$ cat src/iasd_pkg.sv
// ----------------------------------------------------------------------------
// iasd_pkg
// shared types, constants and tables of the framed ima adpcm decoder
// ----------------------------------------------------------------------------
package iasd_pkg;

    localparam int STEP_MAX    = 88;
    localparam int QUEUE_DEPTH = 2;

    localparam logic [31:0] SYNC_PATTERN_RESET    = 32'h434E_5953;
    localparam logic [15:0] BYTES_PER_BLOCK_RESET = 16'd1000;

    // configuration register indexes
    typedef enum logic {
        REG_SYNC_PATTERN    = 1'b0,
        REG_BYTES_PER_BLOCK = 1'b1
    } reg_index_t;

    // queue entry kinds
    typedef enum logic {
        ENTRY_LOAD  = 1'b0,
        ENTRY_AUDIO = 1'b1
    } entry_kind_t;

    typedef struct packed {
        entry_kind_t        kind;
        logic [6:0]         step_pos;
        logic signed [15:0] pred;
        logic [7:0]         data;
    } queue_entry_t;

    localparam logic [14:0] STEP_SIZES [0:STEP_MAX] = '{
        15'd7,     15'd8,     15'd9,     15'd10,    15'd11,    15'd12,    15'd13,
        15'd14,    15'd16,    15'd17,    15'd19,    15'd21,    15'd23,    15'd25,
        15'd28,    15'd31,    15'd34,    15'd37,    15'd41,    15'd45,    15'd50,
        15'd55,    15'd60,    15'd66,    15'd73,    15'd80,    15'd88,    15'd97,
        15'd107,   15'd118,   15'd130,   15'd143,   15'd157,   15'd173,   15'd190,
        15'd209,   15'd230,   15'd253,   15'd279,   15'd307,   15'd337,   15'd371,
        15'd408,   15'd449,   15'd494,   15'd544,   15'd598,   15'd658,   15'd724,
        15'd796,   15'd876,   15'd963,   15'd1060,  15'd1166,  15'd1282,  15'd1411,
        15'd1552,  15'd1707,  15'd1878,  15'd2066,  15'd2272,  15'd2499,  15'd2749,
        15'd3024,  15'd3327,  15'd3660,  15'd4026,  15'd4428,  15'd4871,  15'd5358,
        15'd5894,  15'd6484,  15'd7132,  15'd7845,  15'd8630,  15'd9493,  15'd10442,
        15'd11487, 15'd12635, 15'd13899, 15'd15289, 15'd16818, 15'd18500, 15'd20350,
        15'd22385, 15'd24623, 15'd27086, 15'd29794, 15'd32767
    };

    function automatic logic [14:0] step_size(input logic [6:0] idx);
        if (idx > 7'(STEP_MAX))
            step_size = STEP_SIZES[STEP_MAX];
        else
            step_size = STEP_SIZES[idx];
    endfunction

    function automatic logic signed [4:0] step_move(input logic [2:0] code);
        case (code)
            3'd4:    step_move = 5'sd2;
            3'd5:    step_move = 5'sd4;
            3'd6:    step_move = 5'sd6;
            3'd7:    step_move = 5'sd8;
            default: step_move = -5'sd1;
        endcase
    endfunction

endpackage

$ cat src/iasd_byte_if.sv
// ----------------------------------------------------------------------------
// iasd_byte_if
// valid/ready channel carrying one received stream byte
// ----------------------------------------------------------------------------
interface iasd_byte_if;
    logic       valid;
    logic       ready;
    logic [7:0] data_byte;

    modport source (output valid, output data_byte, input ready);
    modport sink   (input valid, input data_byte, output ready);
endinterface

$ cat src/iasd_sample_if.sv
// ----------------------------------------------------------------------------
// iasd_sample_if
// valid/ready channel carrying one decoded pcm sample
// ----------------------------------------------------------------------------
interface iasd_sample_if;
    logic               valid;
    logic               ready;
    logic signed [15:0] sample;
    logic               last;

    modport source (output valid, output sample, output last, input ready);
    modport sink   (input valid, input sample, input last, output ready);
endinterface

$ cat src/iasd_queue.sv
// ----------------------------------------------------------------------------
// iasd_queue
// small fifo of decode requests between the framer and the decoder
// ----------------------------------------------------------------------------
module iasd_queue #(
    parameter int DEPTH = iasd_pkg::QUEUE_DEPTH
) (
    input  logic                  clk,
    input  logic                  rst_n,
    input  logic                  push,
    input  iasd_pkg::queue_entry_t push_entry,
    output logic                  full,
    input  logic                  pop,
    output iasd_pkg::queue_entry_t head,
    output logic                  empty
);

    localparam int AW = (DEPTH > 1) ? $clog2(DEPTH) : 1;
    localparam int CW = $clog2(DEPTH + 1);

    iasd_pkg::queue_entry_t entries_reg [DEPTH];

    logic [AW-1:0] wr_ptr_reg, wr_ptr_next;
    logic [AW-1:0] rd_ptr_reg, rd_ptr_next;
    logic [CW-1:0] count_reg, count_next;
    logic          do_push, do_pop;

    assign full    = (count_reg == CW'(DEPTH));
    assign empty   = (count_reg == '0);
    assign do_push = push && !full;
    assign do_pop  = pop && !empty;
    assign head    = entries_reg[rd_ptr_reg];

    always_comb
    begin
        wr_ptr_next = wr_ptr_reg;
        rd_ptr_next = rd_ptr_reg;
        count_next  = count_reg;
        if (do_push)
        begin
            wr_ptr_next = (wr_ptr_reg == AW'(DEPTH - 1)) ? '0 : wr_ptr_reg + 1'b1;
        end
        if (do_pop)
        begin
            rd_ptr_next = (rd_ptr_reg == AW'(DEPTH - 1)) ? '0 : rd_ptr_reg + 1'b1;
        end
        if (do_push && !do_pop)
            count_next = count_reg + 1'b1;
        else if (do_pop && !do_push)
            count_next = count_reg - 1'b1;
    end

    always_ff @(posedge clk or negedge rst_n)
    begin
        if (!rst_n)
        begin
            wr_ptr_reg <= '0;
            rd_ptr_reg <= '0;
            count_reg  <= '0;
        end
        else
        begin
            wr_ptr_reg <= wr_ptr_next;
            rd_ptr_reg <= rd_ptr_next;
            count_reg  <= count_next;
        end
    end

    always_ff @(posedge clk)
    begin
        if (do_push)
            entries_reg[wr_ptr_reg] <= push_entry;
    end

endmodule

$ cat src/iasd_front.sv
// ----------------------------------------------------------------------------
// iasd_front
// byte framer: sync hunt, header capture, audio byte forwarding
// ----------------------------------------------------------------------------
module iasd_front (
    input  logic                   clk,
    input  logic                   rst_n,
    iasd_byte_if.sink              in_ch,
    input  logic [31:0]            sync_pattern,
    input  logic [15:0]            bytes_per_block,
    output logic                   push,
    output iasd_pkg::queue_entry_t push_entry,
    input  logic                   q_full
);

    typedef enum logic [2:0] {
        PH_HUNT   = 3'b001,
        PH_HEADER = 3'b010,
        PH_AUDIO  = 3'b100
    } phase_t;

    phase_t      phase_reg, phase_next;
    logic [1:0]  match_count_reg, match_count_next;
    logic [1:0]  header_count_reg, header_count_next;
    logic [15:0] bytes_remaining_reg, bytes_remaining_next;
    logic [7:0]  header_bytes_reg [3];

    logic        accept;
    logic        header_we;
    logic [7:0]  want;
    logic [15:0] step_raw;
    logic [6:0]  step_clamped;
    logic [15:0] remaining_dec;

    assign in_ch.ready   = !q_full;
    assign accept        = in_ch.valid && in_ch.ready;
    assign want          = sync_pattern[{match_count_reg, 3'b000} +: 8];
    assign step_raw      = {header_bytes_reg[1], header_bytes_reg[0]};
    assign remaining_dec = bytes_remaining_reg - 1'b1;

    // signed header step index clamped into the table range
    always_comb
    begin
        if (step_raw[15])
            step_clamped = '0;
        else if (step_raw > 16'(iasd_pkg::STEP_MAX))
            step_clamped = 7'(iasd_pkg::STEP_MAX);
        else
            step_clamped = step_raw[6:0];
    end

    always_comb
    begin
        phase_next           = phase_reg;
        match_count_next     = match_count_reg;
        header_count_next    = header_count_reg;
        bytes_remaining_next = bytes_remaining_reg;
        header_we            = 1'b0;
        push                 = 1'b0;
        push_entry.kind      = iasd_pkg::ENTRY_AUDIO;
        push_entry.step_pos  = step_clamped;
        push_entry.pred      = $signed({in_ch.data_byte, header_bytes_reg[2]});
        push_entry.data      = in_ch.data_byte;
        if (accept)
        begin
            case (phase_reg)
                PH_HEADER:
                begin
                    if (header_count_reg != 2'd3)
                    begin
                        header_we         = 1'b1;
                        header_count_next = header_count_reg + 1'b1;
                    end
                    else
                    begin
                        push                 = 1'b1;
                        push_entry.kind      = iasd_pkg::ENTRY_LOAD;
                        header_count_next    = '0;
                        bytes_remaining_next = bytes_per_block;
                        phase_next           = PH_AUDIO;
                    end
                end
                PH_AUDIO:
                begin
                    push                 = 1'b1;
                    bytes_remaining_next = remaining_dec;
                    if (remaining_dec == '0)
                    begin
                        match_count_next = '0;
                        phase_next       = PH_HUNT;
                    end
                end
                default:
                begin
                    phase_next = PH_HUNT;
                    if (in_ch.data_byte != want)
                        match_count_next = '0;
                    else if (match_count_reg == 2'd3)
                    begin
                        match_count_next  = '0;
                        header_count_next = '0;
                        phase_next        = PH_HEADER;
                    end
                    else
                        match_count_next = match_count_reg + 1'b1;
                end
            endcase
        end
    end

    always_ff @(posedge clk or negedge rst_n)
    begin
        if (!rst_n)
        begin
            phase_reg           <= PH_HUNT;
            match_count_reg     <= '0;
            header_count_reg    <= '0;
            bytes_remaining_reg <= '0;
        end
        else
        begin
            phase_reg           <= phase_next;
            match_count_reg     <= match_count_next;
            header_count_reg    <= header_count_next;
            bytes_remaining_reg <= bytes_remaining_next;
        end
    end

    always_ff @(posedge clk)
    begin
        if (header_we)
            header_bytes_reg[header_count_reg] <= in_ch.data_byte;
    end

endmodule

$ cat src/iasd_back.sv
// ----------------------------------------------------------------------------
// iasd_back
// nibble decoder: one adpcm nibble per unstalled cycle into a registered output
// ----------------------------------------------------------------------------
module iasd_back (
    input  logic                   clk,
    input  logic                   rst_n,
    input  iasd_pkg::queue_entry_t head,
    input  logic                   q_empty,
    output logic                   pop,
    iasd_sample_if.source          out_ch
);

    logic [6:0]         step_pos_reg, step_pos_next;
    logic signed [15:0] pred_reg, pred_next;
    logic               nib_sel_reg, nib_sel_next;
    logic               out_valid_reg, out_valid_next;
    logic signed [15:0] out_sample_reg;
    logic               out_last_reg;

    logic               head_load;
    logic               emit;
    logic [3:0]         nibble;
    logic [14:0]        step;
    logic [16:0]        mag;
    logic signed [17:0] sum;
    logic signed [15:0] sample_sat;
    logic signed [8:0]  idx;
    logic [6:0]         idx_clamped;

    assign head_load = !q_empty && (head.kind == iasd_pkg::ENTRY_LOAD);
    assign emit      = !q_empty && (head.kind == iasd_pkg::ENTRY_AUDIO)
                       && (!out_valid_reg || out_ch.ready);
    assign pop       = head_load || (emit && nib_sel_reg);

    assign nibble = nib_sel_reg ? head.data[7:4] : head.data[3:0];
    assign step   = iasd_pkg::step_size(step_pos_reg);

    always_comb
    begin
        mag = 17'(step >> 3);
        if (nibble[0])
            mag = mag + 17'(step >> 2);
        if (nibble[1])
            mag = mag + 17'(step >> 1);
        if (nibble[2])
            mag = mag + 17'(step);
        if (nibble[3])
            sum = 18'(pred_reg) - $signed({1'b0, mag});
        else
            sum = 18'(pred_reg) + $signed({1'b0, mag});
        if (sum > 18'sd32767)
            sample_sat = 16'sh7FFF;
        else if (sum < -18'sd32768)
            sample_sat = 16'sh8000;
        else
            sample_sat = sum[15:0];
        idx = $signed({2'b00, step_pos_reg}) + 9'(iasd_pkg::step_move(nibble[2:0]));
        if (idx < 0)
            idx_clamped = '0;
        else if (idx > 9'sd88)
            idx_clamped = 7'(iasd_pkg::STEP_MAX);
        else
            idx_clamped = idx[6:0];
    end

    always_comb
    begin
        step_pos_next  = step_pos_reg;
        pred_next      = pred_reg;
        nib_sel_next   = nib_sel_reg;
        out_valid_next = out_valid_reg;
        if (out_ch.ready)
            out_valid_next = 1'b0;
        if (head_load)
        begin
            step_pos_next = head.step_pos;
            pred_next     = head.pred;
        end
        else if (emit)
        begin
            step_pos_next  = idx_clamped;
            pred_next      = sample_sat;
            nib_sel_next   = !nib_sel_reg;
            out_valid_next = 1'b1;
        end
    end

    always_ff @(posedge clk or negedge rst_n)
    begin
        if (!rst_n)
        begin
            step_pos_reg  <= '0;
            pred_reg      <= '0;
            nib_sel_reg   <= 1'b0;
            out_valid_reg <= 1'b0;
        end
        else
        begin
            step_pos_reg  <= step_pos_next;
            pred_reg      <= pred_next;
            nib_sel_reg   <= nib_sel_next;
            out_valid_reg <= out_valid_next;
        end
    end

    always_ff @(posedge clk)
    begin
        if (emit)
        begin
            out_sample_reg <= sample_sat;
            out_last_reg   <= nib_sel_reg;
        end
    end

    assign out_ch.valid  = out_valid_reg;
    assign out_ch.sample = out_sample_reg;
    assign out_ch.last   = out_last_reg;

    // step index never leaves the table
    a_step_in_range: assert property (@(posedge clk) disable iff (!rst_n)
        step_pos_reg <= 7'(iasd_pkg::STEP_MAX))
        else $error("step index out of range");

    // an audio request leaves the queue only after its high nibble
    a_pop_after_high: assert property (@(posedge clk) disable iff (!rst_n)
        (pop && !head_load) |-> nib_sel_reg)
        else $error("audio request popped before its high nibble");

    // a decoded nibble always shows up at the output next cycle
    a_emit_shows: assert property (@(posedge clk) disable iff (!rst_n)
        emit |=> (out_valid_reg && (out_last_reg == $past(nib_sel_reg))))
        else $error("decoded sample not presented");

endmodule

$ cat src/ima_adpcm_sync_decoder.sv
// ----------------------------------------------------------------------------
// ima_adpcm_sync_decoder
// sync-framed ima adpcm stream decoder, two pcm samples per audio byte
// ----------------------------------------------------------------------------
//
//  channel   dir   payload                      handshake
//  -------   ---   -------------------------    ---------------------------
//  in_ch     in    data_byte[7:0]               valid/ready
//  out_ch    out   sample[15:0] s, last         valid/ready
//  wr_*      in    wr_index[0], wr_data[31:0]   wr_en, no back-pressure
//
//  hunt and header bytes are taken one per cycle unless the queue is full;
//  an audio byte is decoded as two nibbles, low first, one adpcm step per
//  cycle unless the output stalls (step table + add + saturate), and leaves
//  the queue with its high nibble; the framer keeps taking bytes while the
//  decoder works, until the request queue is full; a header load request
//  makes no sample; a stalled output holds one sample in the output register
//  reset clears framer, queue and decoder state, registers take defaults
//
module ima_adpcm_sync_decoder #(
    parameter int QUEUE_DEPTH = iasd_pkg::QUEUE_DEPTH
) (
    input  logic          clk,
    input  logic          rst_n,
    iasd_byte_if.sink     in_ch,
    iasd_sample_if.source out_ch,
    input  logic          wr_en,
    input  logic          wr_index,
    input  logic [31:0]   wr_data
);

    // configuration registers, read by the framer
    logic [31:0] sync_pattern_reg;
    logic [15:0] bytes_per_block_reg;

    // request queue between framer and decoder
    logic                   q_push;
    logic                   q_pop;
    logic                   q_full;
    logic                   q_empty;
    iasd_pkg::queue_entry_t q_push_entry;
    iasd_pkg::queue_entry_t q_head;

    always_ff @(posedge clk or negedge rst_n)
    begin
        if (!rst_n)
        begin
            sync_pattern_reg    <= iasd_pkg::SYNC_PATTERN_RESET;
            bytes_per_block_reg <= iasd_pkg::BYTES_PER_BLOCK_RESET;
        end
        else if (wr_en)
        begin
            case (wr_index)
                iasd_pkg::REG_SYNC_PATTERN:    sync_pattern_reg    <= wr_data;
                iasd_pkg::REG_BYTES_PER_BLOCK: bytes_per_block_reg <= wr_data[15:0];
                default:                       sync_pattern_reg    <= sync_pattern_reg;
            endcase
        end
    end

    // framer: sync hunt and header capture, forwards audio bytes
    iasd_front u_front (
        .clk             (clk),
        .rst_n           (rst_n),
        .in_ch           (in_ch),
        .sync_pattern    (sync_pattern_reg),
        .bytes_per_block (bytes_per_block_reg),
        .push            (q_push),
        .push_entry      (q_push_entry),
        .q_full          (q_full)
    );

    iasd_queue #(
        .DEPTH (QUEUE_DEPTH)
    ) u_queue (
        .clk        (clk),
        .rst_n      (rst_n),
        .push       (q_push),
        .push_entry (q_push_entry),
        .full       (q_full),
        .pop        (q_pop),
        .head       (q_head),
        .empty      (q_empty)
    );

    // decoder: predictor and step index live here
    iasd_back u_back (
        .clk     (clk),
        .rst_n   (rst_n),
        .head    (q_head),
        .q_empty (q_empty),
        .pop     (q_pop),
        .out_ch  (out_ch)
    );

endmodule
$ cat src/flat_wrapper.sv
// flat-port wrapper written by rule: the top's interface ports become plain ports
module ima_adpcm_sync_decoder_flat 
#(
    parameter int QUEUE_DEPTH = iasd_pkg::QUEUE_DEPTH
)
  (clk, rst_n, wr_en, wr_index, wr_data, in_ch_valid, in_ch_data_byte, in_ch_ready, out_ch_valid, out_ch_sample, out_ch_last, out_ch_ready);
  iasd_byte_if in_ch_i ();
  iasd_sample_if out_ch_i ();
  input  logic clk;
  input  logic rst_n;
  input  logic wr_en;
  input  logic wr_index;
  input  logic [31:0] wr_data;
  input wire logic [$bits(in_ch_i.valid)-1:0] in_ch_valid;
  input wire logic [$bits(in_ch_i.data_byte)-1:0] in_ch_data_byte;
  output wire logic [$bits(in_ch_i.ready)-1:0] in_ch_ready;
  output wire logic [$bits(out_ch_i.valid)-1:0] out_ch_valid;
  output wire logic [$bits(out_ch_i.sample)-1:0] out_ch_sample;
  output wire logic [$bits(out_ch_i.last)-1:0] out_ch_last;
  input wire logic [$bits(out_ch_i.ready)-1:0] out_ch_ready;
  assign in_ch_i.valid = in_ch_valid;
  assign in_ch_i.data_byte = in_ch_data_byte;
  assign in_ch_ready = in_ch_i.ready;
  assign out_ch_valid = out_ch_i.valid;
  assign out_ch_sample = out_ch_i.sample;
  assign out_ch_last = out_ch_i.last;
  assign out_ch_i.ready = out_ch_ready;
  ima_adpcm_sync_decoder #(.QUEUE_DEPTH(QUEUE_DEPTH)) u_core (.clk(clk), .rst_n(rst_n), .in_ch(in_ch_i), .out_ch(out_ch_i), .wr_en(wr_en), .wr_index(wr_index), .wr_data(wr_data));
endmodule
$ cat config.mk
export PLATFORM = sky130hd
export DESIGN_NAME = ima_adpcm_sync_decoder_flat
export DESIGN_NICKNAME = d
export VERILOG_FILES = /design/src/iasd_pkg.sv /design/src/iasd_byte_if.sv /design/src/iasd_sample_if.sv /design/src/iasd_queue.sv /design/src/iasd_front.sv /design/src/iasd_back.sv /design/src/ima_adpcm_sync_decoder.sv /design/src/flat_wrapper.sv
export SDC_FILE = /design/constraint.sdc
export NUM_CORES = 1
export LEC_CHECK = 0
export BUFFER_PORTS_ARGS = -buffer_cell sky130_fd_sc_hd__buf_4
export CORE_MARGIN = 4
export CORE_UTILIZATION = 45
export DETAILED_ROUTE_END_ITERATION = 10
export HOLD_SLACK_MARGIN = 0.03
export PLACE_DENSITY = 0.73
export SLEW_MARGIN = 25
export SYNTH_ARGS = -nofsm -noshare
export SYNTH_HDL_FRONTEND = slang
export SYNTH_SLANG_ARGS = --single-unit
$ cat constraint.sdc
create_clock -name clk -period 21.9 [get_ports clk]
set_input_delay 4.38 -clock clk [delete_from_list [all_inputs] [get_ports clk]]
set_output_delay 4.38 -clock clk [all_outputs]
set_load 0.01 [all_outputs]
==> impl_metrics.ini <==
[yosys]
synth_nets = 1618
syn_avg_cell_area_um2 = 9.49
synth_edf_count = 89
ys.flop_type = edfxtp_1
async_reset_ff_share_pct = 52.9
yosys.area.top_type = edfxtp_1
synth_seq_cells = 189
synth_top_area_share_pct = 19.0
yosysMostFrequentCell = nor2_1
seq_area_frac_synth_pct = 37.0
netlist_instances = 1483
synth_area_um2 = 14100
ys_warn_count = 0
yosys-top-cells-count = nor2_1 (129), a21oi_1 (115), nand2_1 (105), o21ai_0 (92), edfxtp_1 (89)
yosysUniqueCellTypes = 94
netlist_top_cells_area = edfxtp_1 (19%), dfrtp_1 (14%), ha_1 (7.6%)

[route]
remaining_drc_errors = 0
drtAntennaViolNets = 0
num_vias = 11500
via_per_inst = 6.05
wire_per_inst_um = 18.9
drt-pass1-iter-count = 5
drt-initial-drc-count = 908
routed_wl_um = 36100

[sta]
hold_violations = 0
slew_violations = 0
fin_hold_ws_ns = 0.455
fin_crit_sh_pct = 55.0
relSlewSlack_pct = 34.7
worst_pin_slew_ns = 0.980
clock.fmax_ghz = 0.0831
rsz0062_at_grt = false
min_period_ns = 12.04
setup_violations = 0
tns_ns = 0
skew_ns = 0.00899

[floorplan]
core_um2 = 30700
dieArea_um2 = 34200
die_w_um = 185
fp.dieH_um = 185
initial_core_util_pct = 45.8
rows = 64
io_pins = 65

[outcome]
status = completed

[global_route]
grt_max_degree = 75
antenna_found_initial = 0
grt_pass1_wl_um = 59000
grt_pass1_vias = 11300
overflow = 0
grt_use_total_pct = 21.2

[clocking]
post_cts_buffers = 0
cts_tree = done
clk_pin_slew_ns = 0.08
htree_levels = 4
ctsResizeCount = 0
root_buffer = clkbuf_16
cts_sinks = 189
cts.hold.buffers_added = 0
clock_path_buffers = 2
numCtsBuffers = 17
clock_latency_ns = 0.44

[layout]
stdcell_count = 1905
fill_cells = 2830
largest_reg_flops = 48
antenna_cells = 0
final_nets = 1631
drive_gt1_share_pct = 16.8
layout-area-overhead-vs-synth_pct = 9.51

[worst_setup_path]
timing.critical_path.buf_inv = 3
cp_slowest_cell = dfrtp_1
cp.required_ns = 22.06
max_stage_delay_ns = 0.74
worstSetupPathType = reg -> reg
endpoint_kind = register
critPathTopFamily = compound AO/OA/AOI/OAI gates
cp-start-kind = register
cpMostUsedCell = ha_1
crit_fanout = 21
worstPathArrival_ns = 12.20

[placement]
placedCellCount = 1873
place_congestion = 0.975
dp_hpwl_um = 26500
port_buffers = 64

[flow_run]
cap_viol_max_count = 0

[hold_path]
hold_class = reg -> reg
[worst reg2reg max path, delay by kind of cell (launching register included)]
kind / cells / cell delay [ns]
AND/OR/NAND/NOR: 13 / 3.50
adder cells (fa/ha/maj): 6 / 1.87
AO/OA/AOI/OAI: 18 / 3.89
buffers and inverters: 3 / 0.82
flip-flops: 1 / 0.74
XOR/XNOR: 3 / 0.71
multiplexers: 1 / 0.27
[layout by cell type, fill, tap and decap left out, types with 30 or more instances in the layout]
cell,synthesis,final
nor2_1,129,128
inv_1,56,56
nand3_1,34,34
xor2_1,30,30
mux2i_1,35,35
o21ai_0,92,91
xnor2_1,51,51
dfrtp_1,78,78
mux2_2,65,65
buf_4,4,79
nand2_1,105,105
ha_1,85,85
edfxtp_1,89,89
a21oi_1,115,115
[kinds of logic after synthesis]
kind of cell / after synthesis / share of synthesized area, %
AO/OA/AOI/OAI: 441 / 21.1
XOR/XNOR: 82 / 5.21
adder cells (fa/ha/maj): 89 / 8.12
buffers and inverters: 146 / 4.21
flip-flops: 189 / 37.0
multiplexers: 114 / 9.85
AND/OR/NAND/NOR: 422 / 14.6
[layer usage]
layer  GRT usage [%]  wire length [µm]  share of wire (%)  vias to the layer above
met5               0                 0                  0                        -
met3            4.54              2400                6.6                       56
met1            28.6             15800                 44                     5534
met4            7.25               934                2.6                        0
li1                -                 -                  -                     5557
met2            34.1             16900                 47                      380
[metrics by stage]
step           utilization (%)  setup WS (ns)  cell area [µm²]
2_1_floorplan                -          11.32            14100
3_3_place_gp              48.2          10.48            14800
3_5_place_dp              48.2          10.08            14800
4_1_cts                   50.1          10.03            15400
5_1_grt                   50.1           9.07            15400
6_report                  50.1           9.86            15400
[layout make-up]
cell class | count | area [µm²] | area share (%)
Timing Repair Buffer | 79 | 593 | 3.85
Sequential cell | 189 | 5200 | 33.7
Clock buffer | 17 | 425 | 2.76
Multi-Input combinational cell | 1148 | 8300 | 53.9
Tap cell | 396 | 495 | 3.21
Inverter | 61 | 229 | 1.49
Clock inverter | 15 | 169 | 1.10
[final timing paths]
check                                                      start  cells after the start  slack, ns                           endpoint
max                                u_core.u_back.step_pos_reg[1]                     44       9.86     u_core.u_back.out_ch.sample[6]
min                        u_core.u_front.header_bytes_reg[2][2]                      0       0.46  u_core.u_queue.entries_reg[1][10]
min reg2reg                u_core.u_front.header_bytes_reg[2][2]                      0       0.46  u_core.u_queue.entries_reg[1][10]
max in group asynchronous                                  rst_n                      2      16.78     u_core.bytes_per_block_reg[13]
min in group asynchronous                                  rst_n                      1       3.86          u_core.u_back.pred_reg[6]
max reg2reg                        u_core.u_back.step_pos_reg[1]                     44       9.86     u_core.u_back.out_ch.sample[6]
Power is left out: the tool's default activity adds up to more than one toggle a clock period on the data nets, which glitch-free logic cannot reach.
